File: src/rtl/dst_pkg.sv
// Shared types and constants for the delimiter split tokenizer.
// No dependencies; imported by every module of the block.
`default_nettype none

package dst_pkg;

    localparam int FIELD_BITS     = 16;
    localparam int CFG_INDEX_BITS = 4;
    localparam int CFG_DATA_BITS  = 64;
    localparam int LEN_REG_BITS   = 4;
    localparam int FIFO_DEPTH     = 4;
    localparam int FIFO_PTR_BITS  = 2;
    localparam int FIFO_CNT_BITS  = 3;

    localparam logic [CFG_INDEX_BITS-1:0] CFG_DELIMITER_BYTES  = 4'd0;
    localparam logic [CFG_INDEX_BITS-1:0] CFG_DELIMITER_LENGTH = 4'd1;

    localparam logic [CFG_DATA_BITS-1:0] DELIM_BYTES_RESET = 64'd44;
    localparam logic [LEN_REG_BITS-1:0]  DELIM_LEN_RESET   = 4'd1;

    typedef struct packed {
        logic [7:0] data_byte;
        logic       byte_present;
        logic       end_of_string;
    } in_item_t;

    typedef struct packed {
        logic [FIELD_BITS-1:0] field_start;
        logic [FIELD_BITS-1:0] field_length;
        logic                  last_field;
        logic                  position_overflow;
    } result_t;

    // Results raised by one accepted item: count is 0, 1 or 2.
    typedef struct packed {
        logic [1:0] count;
        result_t    first;
        result_t    second;
    } push_t;

endpackage

`default_nettype wire

File: src/rtl/dst_match.sv
// Parallel delimiter compare over the byte window, one compare per lane.
// Depends on dst_pkg.
`default_nettype none

module dst_match #(
    parameter int MAX_DELIMITER_BYTES = 8,
    parameter int LEN_W               = 4
) (
    input  wire logic [MAX_DELIMITER_BYTES-1:0][7:0] window,
    input  wire logic [MAX_DELIMITER_BYTES-1:0][7:0] delim,
    input  wire logic [LEN_W-1:0]                    len,
    output logic                                     hit
);
    import dst_pkg::*;

    // window[0] is the newest byte, so it meets the last delimiter byte
    always_comb begin
        logic ok;
        hit = 1'b0;
        for (int l = 1; l <= MAX_DELIMITER_BYTES; l++) begin
            ok = 1'b1;
            for (int j = 0; j < l; j++) begin
                if (window[j] != delim[l-1-j]) begin
                    ok = 1'b0;
                end
            end
            if (len == LEN_W'(l) && ok) begin
                hit = 1'b1;
            end
        end
    end

endmodule

`default_nettype wire

File: src/rtl/dst_fifo.sv
// Four-entry result queue taking up to two results per cycle, one out per beat.
// Depends on dst_pkg.
`default_nettype none

module dst_fifo (
    input  wire logic             aclk,
    input  wire logic             aresetn,
    input  wire dst_pkg::push_t   push,
    output logic                  room,
    output logic                  m_valid,
    input  wire logic             m_ready,
    output dst_pkg::result_t      m_data
);
    import dst_pkg::*;

    result_t                  mem [FIFO_DEPTH];
    logic [FIFO_PTR_BITS-1:0] wr_ptr_reg, wr_ptr_next;
    logic [FIFO_PTR_BITS-1:0] rd_ptr_reg, rd_ptr_next;
    logic [FIFO_CNT_BITS-1:0] count_reg, count_next;
    logic                     pop;

    assign m_valid = (count_reg != '0);
    assign m_data  = mem[rd_ptr_reg];
    assign pop     = m_valid && m_ready;
    // always space for the worst case of two results
    assign room    = (count_reg <= FIFO_CNT_BITS'(FIFO_DEPTH - 2));

    always_comb begin
        wr_ptr_next = wr_ptr_reg + FIFO_PTR_BITS'(push.count);
        rd_ptr_next = rd_ptr_reg + FIFO_PTR_BITS'(pop);
        count_next  = count_reg + FIFO_CNT_BITS'(push.count) - FIFO_CNT_BITS'(pop);
    end

    always_ff @(posedge aclk) begin
        if (!aresetn) begin
            wr_ptr_reg <= '0;
            rd_ptr_reg <= '0;
            count_reg  <= '0;
        end else begin
            wr_ptr_reg <= wr_ptr_next;
            rd_ptr_reg <= rd_ptr_next;
            count_reg  <= count_next;
        end
    end

    always_ff @(posedge aclk) begin
        if (push.count != 2'd0) begin
            mem[wr_ptr_reg] <= push.first;
        end
        if (push.count == 2'd2) begin
            mem[wr_ptr_reg + FIFO_PTR_BITS'(1)] <= push.second;
        end
    end

`ifndef SYNTH
    a_count_bound: assert property (@(posedge aclk) disable iff (!aresetn)
        count_reg <= FIFO_CNT_BITS'(FIFO_DEPTH))
        else $error("result queue over-filled");

    a_push_room: assert property (@(posedge aclk) disable iff (!aresetn)
        (push.count != 2'd0) |-> room)
        else $error("results pushed without room");
`endif

endmodule

`default_nettype wire

File: src/rtl/dst_core.sv
// Per-byte state update: window shift, positions, match and field results.
// Depends on dst_pkg and dst_match.
`default_nettype none

module dst_core #(
    parameter int MAX_DELIMITER_BYTES = 8,
    parameter int POSITION_BITS       = 16,
    parameter int LEN_W               = 4
) (
    input  wire logic                                aclk,
    input  wire logic                                aresetn,
    input  wire logic                                in_fire,
    input  wire dst_pkg::in_item_t                   item,
    input  wire logic [MAX_DELIMITER_BYTES-1:0][7:0] delim,
    input  wire logic [LEN_W-1:0]                    len,
    output dst_pkg::push_t                           push
);
    import dst_pkg::*;

    localparam int POS_W = POSITION_BITS;
    localparam logic [POS_W-1:0] POS_MAX = {POS_W{1'b1}};
    localparam logic [LEN_W-1:0] RUN_CAP = LEN_W'(MAX_DELIMITER_BYTES);

    logic [MAX_DELIMITER_BYTES-1:0][7:0] win_reg, win_next, win_shift;
    logic [POS_W-1:0] pos_reg, pos_next, pos_b, pos_a;
    logic [POS_W-1:0] fstart_reg, fstart_next, fstart_a;
    logic             ovf_reg, ovf_next, ovf_b, ovf_a;
    logic [LEN_W-1:0] run_reg, run_next, run_b, run_a;

    logic             present, endi, hit, match;
    logic [POS_W:0]   mend_diff, flen_m_diff, flen_e_diff;
    logic [POS_W-1:0] mend, flen_m, flen_e;
    result_t          match_res, end_res;

    dst_match #(
        .MAX_DELIMITER_BYTES (MAX_DELIMITER_BYTES),
        .LEN_W               (LEN_W)
    ) u_match (
        .window (win_shift),
        .delim  (delim),
        .len    (len),
        .hit    (hit)
    );

    always_comb begin
        present = in_fire && item.byte_present;
        endi    = in_fire && item.end_of_string;

        win_shift[0] = item.data_byte;
        for (int j = 1; j < MAX_DELIMITER_BYTES; j++) begin
            win_shift[j] = win_reg[j-1];
        end

        pos_b = (pos_reg == POS_MAX) ? pos_reg : pos_reg + POS_W'(1);
        ovf_b = ovf_reg || (pos_reg == POS_MAX);
        run_b = (run_reg < RUN_CAP) ? run_reg + LEN_W'(1) : run_reg;

        // a match must lie wholly inside the current field
        match = present && (len != '0) && (run_b >= len) && hit;

        mend_diff   = {1'b0, pos_b} - {1'b0, POS_W'(len)};
        mend        = mend_diff[POS_W] ? '0 : mend_diff[POS_W-1:0];
        flen_m_diff = {1'b0, mend} - {1'b0, fstart_reg};
        flen_m      = flen_m_diff[POS_W] ? '0 : flen_m_diff[POS_W-1:0];

        if (present) begin
            win_next = win_shift;
            pos_a    = pos_b;
            ovf_a    = ovf_b;
            run_a    = match ? '0 : run_b;
            fstart_a = match ? pos_b : fstart_reg;
        end else begin
            win_next = win_reg;
            pos_a    = pos_reg;
            ovf_a    = ovf_reg;
            run_a    = run_reg;
            fstart_a = fstart_reg;
        end

        flen_e_diff = {1'b0, pos_a} - {1'b0, fstart_a};
        flen_e      = flen_e_diff[POS_W] ? '0 : flen_e_diff[POS_W-1:0];

        match_res.field_start       = FIELD_BITS'(fstart_reg);
        match_res.field_length      = FIELD_BITS'(flen_m);
        match_res.last_field        = 1'b0;
        match_res.position_overflow = ovf_a;

        end_res.field_start         = FIELD_BITS'(fstart_a);
        end_res.field_length        = FIELD_BITS'(flen_e);
        end_res.last_field          = 1'b1;
        end_res.position_overflow   = ovf_a;

        push.count  = {1'b0, match} + {1'b0, endi};
        push.first  = match ? match_res : end_res;
        push.second = end_res;

        if (endi) begin
            win_next    = '0;
            pos_next    = '0;
            fstart_next = '0;
            ovf_next    = 1'b0;
            run_next    = '0;
        end else begin
            pos_next    = pos_a;
            fstart_next = fstart_a;
            ovf_next    = ovf_a;
            run_next    = run_a;
        end
    end

    always_ff @(posedge aclk) begin
        if (!aresetn) begin
            win_reg    <= '0;
            pos_reg    <= '0;
            fstart_reg <= '0;
            ovf_reg    <= 1'b0;
            run_reg    <= '0;
        end else begin
            win_reg    <= win_next;
            pos_reg    <= pos_next;
            fstart_reg <= fstart_next;
            ovf_reg    <= ovf_next;
            run_reg    <= run_next;
        end
    end

`ifndef SYNTH
    a_start_behind_pos: assert property (@(posedge aclk) disable iff (!aresetn)
        fstart_reg <= pos_reg)
        else $error("field start ahead of byte position");

    a_ovf_saturated: assert property (@(posedge aclk) disable iff (!aresetn)
        ovf_reg |-> (pos_reg == POS_MAX))
        else $error("overflow flagged without saturated position");

    a_end_clears: assert property (@(posedge aclk) disable iff (!aresetn)
        endi |=> (pos_reg == '0) && (fstart_reg == '0) && !ovf_reg && (run_reg == '0))
        else $error("string state not cleared after end of string");
`endif

endmodule

`default_nettype wire

File: src/rtl/delimiter_split_tokenizer.sv
// Delimiter split tokenizer, top level.
// Depends on dst_pkg, dst_core, dst_match and dst_fifo.
//
// Use: bytes of a string arrive on the s_ channel, one beat per item, with
// byte_present and end_of_string flags. Every completed delimiter match gives
// one result on the m_ channel (start and length of the field before it); the
// item closing the string gives the final field with last_field set, so one
// beat in can give zero, one or two beats out.
// The delimiter (up to MAX_DELIMITER_BYTES bytes) and its length are set over
// the cfg_ channel, index 0 for the bytes and 1 for the length; cfg_ready is
// always high. Write it only while the block is idle.
// Output: each result is written into the queue when its item is accepted and
// is offered on m_ once the results ahead of it are taken. Throughput: one item
// per cycle while s_ready is high, as the window compare and position update are
// combinational; the output side moves one result per beat, so strings with many
// short fields are paced by m_ready. Stall: results wait in a four-entry queue;
// s_ready drops while fewer than two entries are free, and returns when two are.
// Reset: synchronous, active low; queue empty, string state clear, delimiter
// back to a single comma.
`default_nettype none

module delimiter_split_tokenizer #(
    parameter int MAX_DELIMITER_BYTES = 8,
    parameter int POSITION_BITS       = 16
) (
    input  wire logic                                aclk,
    input  wire logic                                aresetn,

    input  wire logic                                s_valid,
    output logic                                     s_ready,
    input  wire dst_pkg::in_item_t                   s_data,

    output logic                                     m_valid,
    input  wire logic                                m_ready,
    output dst_pkg::result_t                         m_data,

    input  wire logic                                cfg_valid,
    output logic                                     cfg_ready,
    input  wire logic [dst_pkg::CFG_INDEX_BITS-1:0]  cfg_index,
    input  wire logic [dst_pkg::CFG_DATA_BITS-1:0]   cfg_data
);
    import dst_pkg::*;

    localparam int LEN_W   = $clog2(MAX_DELIMITER_BYTES + 1);
    localparam int DELIM_W = 8 * MAX_DELIMITER_BYTES;

    logic [DELIM_W-1:0]      delim_reg;
    logic [LEN_REG_BITS-1:0] dlen_reg;
    logic [LEN_W-1:0]        len_act;
    logic                    in_fire;
    logic                    room;
    push_t                   push;

    assign cfg_ready = 1'b1;
    assign s_ready   = room;
    assign in_fire   = s_valid && s_ready;

    // lengths past the window act as the full window
    assign len_act = (dlen_reg > LEN_REG_BITS'(MAX_DELIMITER_BYTES)) ?
                     LEN_W'(MAX_DELIMITER_BYTES) : LEN_W'(dlen_reg);

    always_ff @(posedge aclk) begin
        if (!aresetn) begin
            delim_reg <= DELIM_W'(DELIM_BYTES_RESET);
            dlen_reg  <= DELIM_LEN_RESET;
        end else if (cfg_valid && cfg_ready) begin
            case (cfg_index)
                CFG_DELIMITER_BYTES:  delim_reg <= cfg_data[DELIM_W-1:0];
                CFG_DELIMITER_LENGTH: dlen_reg  <= cfg_data[LEN_REG_BITS-1:0];
                default: ;
            endcase
        end
    end

    dst_core #(
        .MAX_DELIMITER_BYTES (MAX_DELIMITER_BYTES),
        .POSITION_BITS       (POSITION_BITS),
        .LEN_W               (LEN_W)
    ) u_core (
        .aclk    (aclk),
        .aresetn (aresetn),
        .in_fire (in_fire),
        .item    (s_data),
        .delim   (delim_reg),
        .len     (len_act),
        .push    (push)
    );

    dst_fifo u_fifo (
        .aclk    (aclk),
        .aresetn (aresetn),
        .push    (push),
        .room    (room),
        .m_valid (m_valid),
        .m_ready (m_ready),
        .m_data  (m_data)
    );

endmodule

`default_nettype wire

File: config.mk
export PLATFORM = sky130hd
export DESIGN_NAME = delimiter_split_tokenizer
export DESIGN_NICKNAME = d
export VERILOG_FILES = /design/src/rtl/dst_pkg.sv /design/src/rtl/dst_match.sv /design/src/rtl/dst_fifo.sv /design/src/rtl/dst_core.sv /design/src/rtl/delimiter_split_tokenizer.sv
export SDC_FILE = /design/constraint.sdc
export NUM_CORES = 1
export LEC_CHECK = 0
export BUFFER_PORTS_ARGS = -buffer_cell sky130_fd_sc_hd__buf_2
export CAP_MARGIN = 20
export CELL_PAD_IN_SITES_DETAIL_PLACEMENT = 0
export CELL_PAD_IN_SITES_GLOBAL_PLACEMENT = 1
export CORE_UTILIZATION = 43
export DETAILED_ROUTE_END_ITERATION = 8
export PLACE_DENSITY_LB_ADDON = 0.1
export RECOVER_POWER = 100
export SLEW_MARGIN = 15
export SYNTH_ARGS = -nofsm -noshare
export SYNTH_HDL_FRONTEND = slang
export SYNTH_SLANG_ARGS = --single-unit
File: constraint.sdc
create_clock -name aclk -period 6.5 [get_ports aclk]
set_clock_uncertainty 0.1 [all_clocks]
set_input_delay 0.975 -clock aclk [delete_from_list [all_inputs] [get_ports aclk]]
set_output_delay 0.975 -clock aclk [all_outputs]
set_load 0.01 [all_outputs]
==> results of run 1 <==
metal layers:
metal	share of wire	up-vias
li1	-	8243
met1	0.39	8719
met5	0	-
met4	0.058	0
met3	0.054	232
met2	0.50	707
final timing paths:
check	end	from	slack [ns]	cells past startpoint
hold / removal	u_fifo.mem[3][1]	u_fifo.mem[3][1]	0.37	1
setup / recovery	u_fifo.mem[1][26]	delim_reg[2]	0.34	12
setup reg to reg	u_fifo.mem[1][26]	delim_reg[2]	0.34	12
hold reg to reg	u_fifo.mem[3][1]	u_fifo.mem[3][1]	0.37	1
cells by family after synthesis:
kind of cell / count (synthesis) / share of synthesized area
mux: 77 / 0.0596
flops: 304 / 0.366
simple gates: 883 / 0.222
compound gates: 405 / 0.138
buf+inv: 238 / 0.0479
fa+ha+maj: 53 / 0.0343
xor+xnor: 305 / 0.132
other cells: 1 / 0.000185
cells in the mapped netlist, types with 35 or more instances:
| cell type | number |
|---|---|
| nor3_1 | 38 |
| xnor2_1 | 158 |
| nor4_1 | 73 |
| nand2b_1 | 75 |
| nor2b_1 | 35 |
| ha_1 | 49 |
| a21boi_0 | 72 |
| a21oi_1 | 88 |
| dfxtp_1 | 172 |
| o22ai_1 | 63 |
| buf_2 | 41 |
| nor2_1 | 80 |
| nand2_1 | 364 |
| inv_1 | 56 |
| clkbuf_1 | 127 |
| mux2i_1 | 36 |
| nand3_1 | 35 |
| o2bb2ai_1 | 66 |
| edfxtp_1 | 132 |
| nand4_1 | 78 |
| xor2_1 | 147 |
per-stage QoR:
stage	instance area, um2	power [mW]	util	setup WS (ns)	hold WS [ns]
floorplan	20200	3.22	-	0.270	0.335
global placement	21500	3.74	0.463	0.263	0.345
detailed placement	21600	3.76	0.464	0.208	0.358
CTS	22700	5.72	0.488	0.139	0.371
global route	22600	5.95	0.487	-0.0181	0.393
finish	22600	5.69	0.487	0.344	0.366
layout make-up:
type / instances / area [um2] / share of cell area
clock inverter: 16 / 134 / 0.00591
multi-input combinational: 1724 / 11900 / 0.526
sequential: 304 / 7410 / 0.327
clock buffer: 49 / 980 / 0.0433
timing repair buffer: 215 / 1230 / 0.0543
inverter: 56 / 210 / 0.00928
tap: 607 / 759 / 0.0335
critical path: cells and delay by family, from the launching register on:
| kind | cells | cell delay [ns] |
|---|---|---|
| and+or+nand+nor | 5 | 2.11 |
| buffers and inverters | 3 | 1.48 |
| DFF | 1 | 0.91 |
| AOI/OAI and AO/OA | 2 | 0.71 |
| adders and majority gates | 1 | 0.30 |
| xor gates and xnor gates | 1 | 0.15 |
power by group:
part / leakage (nW) / internal, mW / total, mW / switching, mW
Clock: 0.532 / 1.11 / 1.96 / 0.850
Sequential: 2.71 / 2.05 / 2.13 / 0.0833
Combinational: 5.13 / 0.656 / 1.60 / 0.945
Total: 8.37 / 3.81 / 5.69 / 1.88
repair_timing:
action,4_1_cts,5_1_grt
hold buffers,0,0
setup buffers,0,6
setup endpoints to repair,0,64
gates resized for setup,0,16
==> impl_metrics.csv, run 1 <==
group,metric,value,unit
clock_network,cts_tree,"built",
timing,fmaxAchievable,162,MHz
power_and_ir_drop,power_density,251,nW/um2
setup_path,arrival,6.25,ns
setup_path,crit_path_max_fanout,24,
place,dpl.hpwl,60100,um
grt,antenna_found_initial,0,
setup_path,cp.required,6.59,ns
clock_network,clkTransAtPathRegs,0.06,ns
floorplanning,die_area,47900,um2
route,ant_nets,0,
timing,relSlewSlack,-0.576,
min_path,holdCritPathClass,"flop to flop",
timing,fin_crit,6.16,ns
grt,grtUsageMet2,0.598,
place,globalplace.congestion,1.05,
synth,synthTopCellsByArea,"edfxtp_1 20%, dfxtp_1 17%, xnor2_1 6.8%, nand2_1 6.8%, xor2_1 6.4%",
timing,final_max_slew_viol_count,81,
power_and_ir_drop,p_leak,8.37,nW
route,vias,17900,
finish,antenna_cells,0,
run,maxCapViolCount,3,
grt,grtUsageMet3,0.0449,
route,drc,0,
timing,period_share,0.947,
timing,tns,0,ns
synth,syn_nets,2402,
outcome,violations,"max-capacitance violations, max-slew violations",
grt,grt.busiest_layer,"met2",
route,wl_per_cell,27.3,um
outcome,status,"finished, violations left",
floorplanning,start_util,0.435,
setup_path,path_cells,"xor2_1, nor4_1, nand4_1, or4_1, o2111a_1, a41oi_1, clkbuf_1, inv_1, ha_1, or3b_1, nand2_1, clkbuf_2",
grt,grt_pass1_vias,17700,
synth,synth_top_area_frac,0.196,
place,place_inst,2900,
finish,largest_reg_flops,136,
synth,netlist_instances,2266,
floorplanning,core,46500,um2
grt,grt_overflow,0,
grt,grt_first_pass_wirelength,118000,um
finish,final.fill_count,4553,
clock_network,cts_sinks,304,
finish,syn2layout_area_growth,11.9,%
synth,ys_warn_count,0,
clock_network,cts_buffers,36,
route,drt_wl_total,81000,um
finish,mostFrequentLayoutCells,"363 x nand2_1, 169 x dfxtp_1, 158 x xnor2_1",
grt,grt_usage,0.338,
place,numPortBuffers,118,
synth,async_flop_share,0,
timing,finalSetupViolCount,0,
floorplanning,row_count,79,
setup_path,critical_path_class,"flop to flop",
synth,netlist.top_cell.by_area,"edfxtp_1",
grt,grt_max_degree,66,
clock_network,htree_levels,2,
synth,synth_cell_types,74,
timing,tightest_slew,2.36,ns
route,drtIter0Drc,1543,
power_and_ir_drop,peakVddDrop,0.224,mV
route,via_per_inst,6.03,
setup_path,slowest_delay,0.91,ns
finish,layout.nets,2473,
setup_path,worstSetupEndpointType,"flop",
clock_network,clock_latency,0.57,ns
synth,synth_area,20200,um2
finish,finalNonFillerCells,2971,
clock_network,cts_buffer_depth,3,
finish,drive_above_1_share,0.126,
synth,syn_area_per_cell,8.93,um2
clock_network,cts_root_buffer,"clkbuf_16",
timing,final-hold-violation-count,0,
synth,synth-edff-count,132,
floorplanning,die_x,219,um
route,first_pass_iters,5,
setup_path,cp_slowest_cell,"dfxtp_1",
synth,synth-seq-cells,304,
grt,grt_util_met1,0.396,
setup_path,startpoint_type,"flop",
finish,final_common_cell,"nand2_1",
synth,yosysSeqAreaShare,0.366,
floorplanning,ios,120,
floorplanning,die_y,219,um
synth,synth_flop_cell,"dfxtp_1",
No activity file was read; power rests on OpenSTA's default activity.
==> inputs of run 2 (changes only) <==
- CORE_ASPECT_RATIO: unset -> 0.8
==> run 2 against run 1 <==
  * The run still ends with max-capacitance violations, max-slew violations left
  * Sequential share of layout area fell by 0.12 points
  * Register-to-register slack got worse by 0.20 ns
  * Clock power rose by 10%
  * Design area rose by 0.35%
  * First-iteration DRC count rose by 59%
  * Critical path depth did not move
  * Maximum frequency fell by 3.2%
  * Combinational power rose by 3%
  * Via count rose by 4.2%
  * Hold slack improved by 0.0062 ns
  * Critical path type unchanged
  * Critical endpoint is now u_fifo.mem[2][26]
==> impl_metrics.csv, run 2 (synthesis results as in run 1) <==
group,metric,value,unit
place,numPortBuffers,118,
route,drc,0,
timing,tightest_slew,2.36,ns
clock_network,htree_levels,2,
setup_path,cp_slowest_cell,"clkbuf_1",
route,wl_met1,41500,um
route,ant_nets,0,
timing,fin_ws,0.140,ns
place,place_ws,0.0337,ns
clock_network,cts_buffers,36,
finish,mostFrequentLayoutCells,"363 x nand2_1, 170 x dfxtp_1, 158 x xnor2_1",
min_path,hold_depth,2,
place,globalplace.congestion,1.05,
setup_path,crit_family,"simple AND/OR/NAND/NOR gates",
floorplanning,die_y,196,um
clock_network,clkTransAtPathRegs,0.06,ns
finish,finalNonFillerCells,2971,
floorplanning,row_count,70,
setup_path,path_cells,"clkbuf_1, xor2_1, nor4_1, nand4_1, or4_1, o2111a_1, a41oi_1, ha_1, nand2_1, or2_2, nand2_1, clkbuf_1",
timing,hold_ws,0.372,ns
clock_network,cts_tree,"built",
outcome,violations,"max-capacitance violations, max-slew violations",
setup_path,critical_path_class,"flop to flop",
route,via_per_inst,6.28,
timing,tns,0,ns
setup_path,slowest_delay,1.25,ns
setup_path,reg2regPathDepth,12,
route,drtIter0Drc,2450,
finish,drive_above_1_share,0.125,
setup_path,arrival,6.41,ns
finish,largest_reg_flops,136,
setup_path,crit_path_max_fanout,18,
floorplanning,core,46100,um2
place,dpl.hpwl,63500,um
grt,grt_pass1_vias,17300,
power_and_ir_drop,p_leak,8.38,nW
clock_network,cts_buffer_depth,3,
timing,fmaxAchievable,157,MHz
route,wl_met2,31600,um
floorplanning,ios,120,
clock_network,clock_latency,0.56,ns
floorplanning,die_x,244,um
finish,final_common_cell,"nand2_1",
floorplanning,die_area,47900,um2
power_and_ir_drop,peakVddDrop,0.264,mV
route,first_pass_iters,6,
clock_network,cts_root_buffer,"clkbuf_16",
route,drt_wl_total,86500,um
place,place_area,21600,um2
timing,final-hold-violation-count,0,
finish,postLayoutCellArea,22700,um2
finish,final.fill_count,4565,
power_and_ir_drop,power_density,262,nW/um2
grt,grt_max_degree,68,
route,wl_met3,11600,um
setup_path,worstSetupEndpointType,"flop",
place,place_inst,2904,
timing,relSlewSlack,-0.574,
route,top_layer,"met5",
setup_path,crit_buf_inv,2,
grt,grt_overflow,0,
finish,layout.nets,2467,
run,maxCapViolCount,5,
timing,finalSetupViolCount,0,
route,vias,18700,
timing,period_share,0.979,
timing,fin_crit,6.36,ns
finish,syn2layout_area_growth,12.3,%
grt,grt_usage,0.356,
route,wl_per_cell,29.1,um
grt,grt_first_pass_wirelength,123000,um
outcome,status,"finished, violations left",
clock_network,hold_buffers,0,
clock_network,cts_sinks,304,
setup_path,startpoint_type,"flop",
grt,antenna_found_initial,2,
timing,final_max_slew_viol_count,192,
floorplanning,start_util,0.439,
min_path,holdCritPathClass,"flop to flop",
finish,antenna_cells,0,
setup_path,cp.depth,12,
setup_path,cp.required,6.55,ns
==> run 2: changes by cell type in the layout (fill, tap and decap cells not counted), moves of 3 or more <==
cell / before / now
clkbuf_1: 53 / 50
bufinv_16: 1 / 4
nor3_2: 3 / 0
clkinv_1: 7 / 2
o21ai_1: 3 / 6
buf_4: 83 / 80
==> run 2: metal layers <==
layer,up-vias,track usage
met3,130,0.121
met1,9162,0.565
met2,1131,0.446
met5,-,0
li1,8230,-
met4,2,0.0745
==> run 2: what timing repair did <==
action / 4_1_cts / 5_1_grt
buffers inserted: 0 / 1
gates resized for setup: 0 / 10
endpoints found under the setup margin: 0 / 64
==> run 2: final timing paths <==
path	start	slack [ns]	to
worst max-delay path	delim_reg[15]	0.14	u_fifo.mem[2][26]
worst min-delay path	u_core.win_reg[49]	0.37	u_core.win_reg[49]
worst max register to register	delim_reg[15]	0.14	u_fifo.mem[2][26]
worst min register to register	u_core.win_reg[49]	0.37	u_core.win_reg[49]
==> run 2: where the power goes <==
part	internal [mW]	total [mW]	switching, mW
sequential	2.05	2.14	0.0951
combinational	0.636	1.65	1.01
clock	1.26	2.16	0.899
total	3.94	5.95	2.01
==> run 2: final cells by class <==
| cell class | instances | area [um2] | share of cell area |
|---|---|---|---|
| Multi-Input combinational cell | 1724 | 11900 | 0.523 |
| Sequential cell | 304 | 7410 | 0.326 |
| Timing Repair Buffer | 209 | 1190 | 0.0525 |
| Clock buffer | 48 | 997 | 0.0439 |
| Tap cell | 612 | 766 | 0.0337 |
| Clock inverter | 18 | 251 | 0.0111 |
| Inverter | 56 | 210 | 0.00925 |
==> run 2: stage by stage <==
| step | utilization | power (mW) |
|---|---|---|
| 2_1_floorplan | - | 3.22 |
| 3_3_place_gp | 0.469 | 3.78 |
| 3_5_place_dp | 0.469 | 3.80 |
| 4_1_cts | 0.496 | 5.95 |
| 5_1_grt | 0.493 | 6.18 |
| 6_report | 0.493 | 5.95 |
==> run 2: worst min-delay path, delay by kind of cell (launching register included) <==
kind             cells  cell delay (ns)
flip-flops           1             0.32
AND/OR/NAND/NOR      1             0.05
AO/OA/AOI/OAI        1             0.05
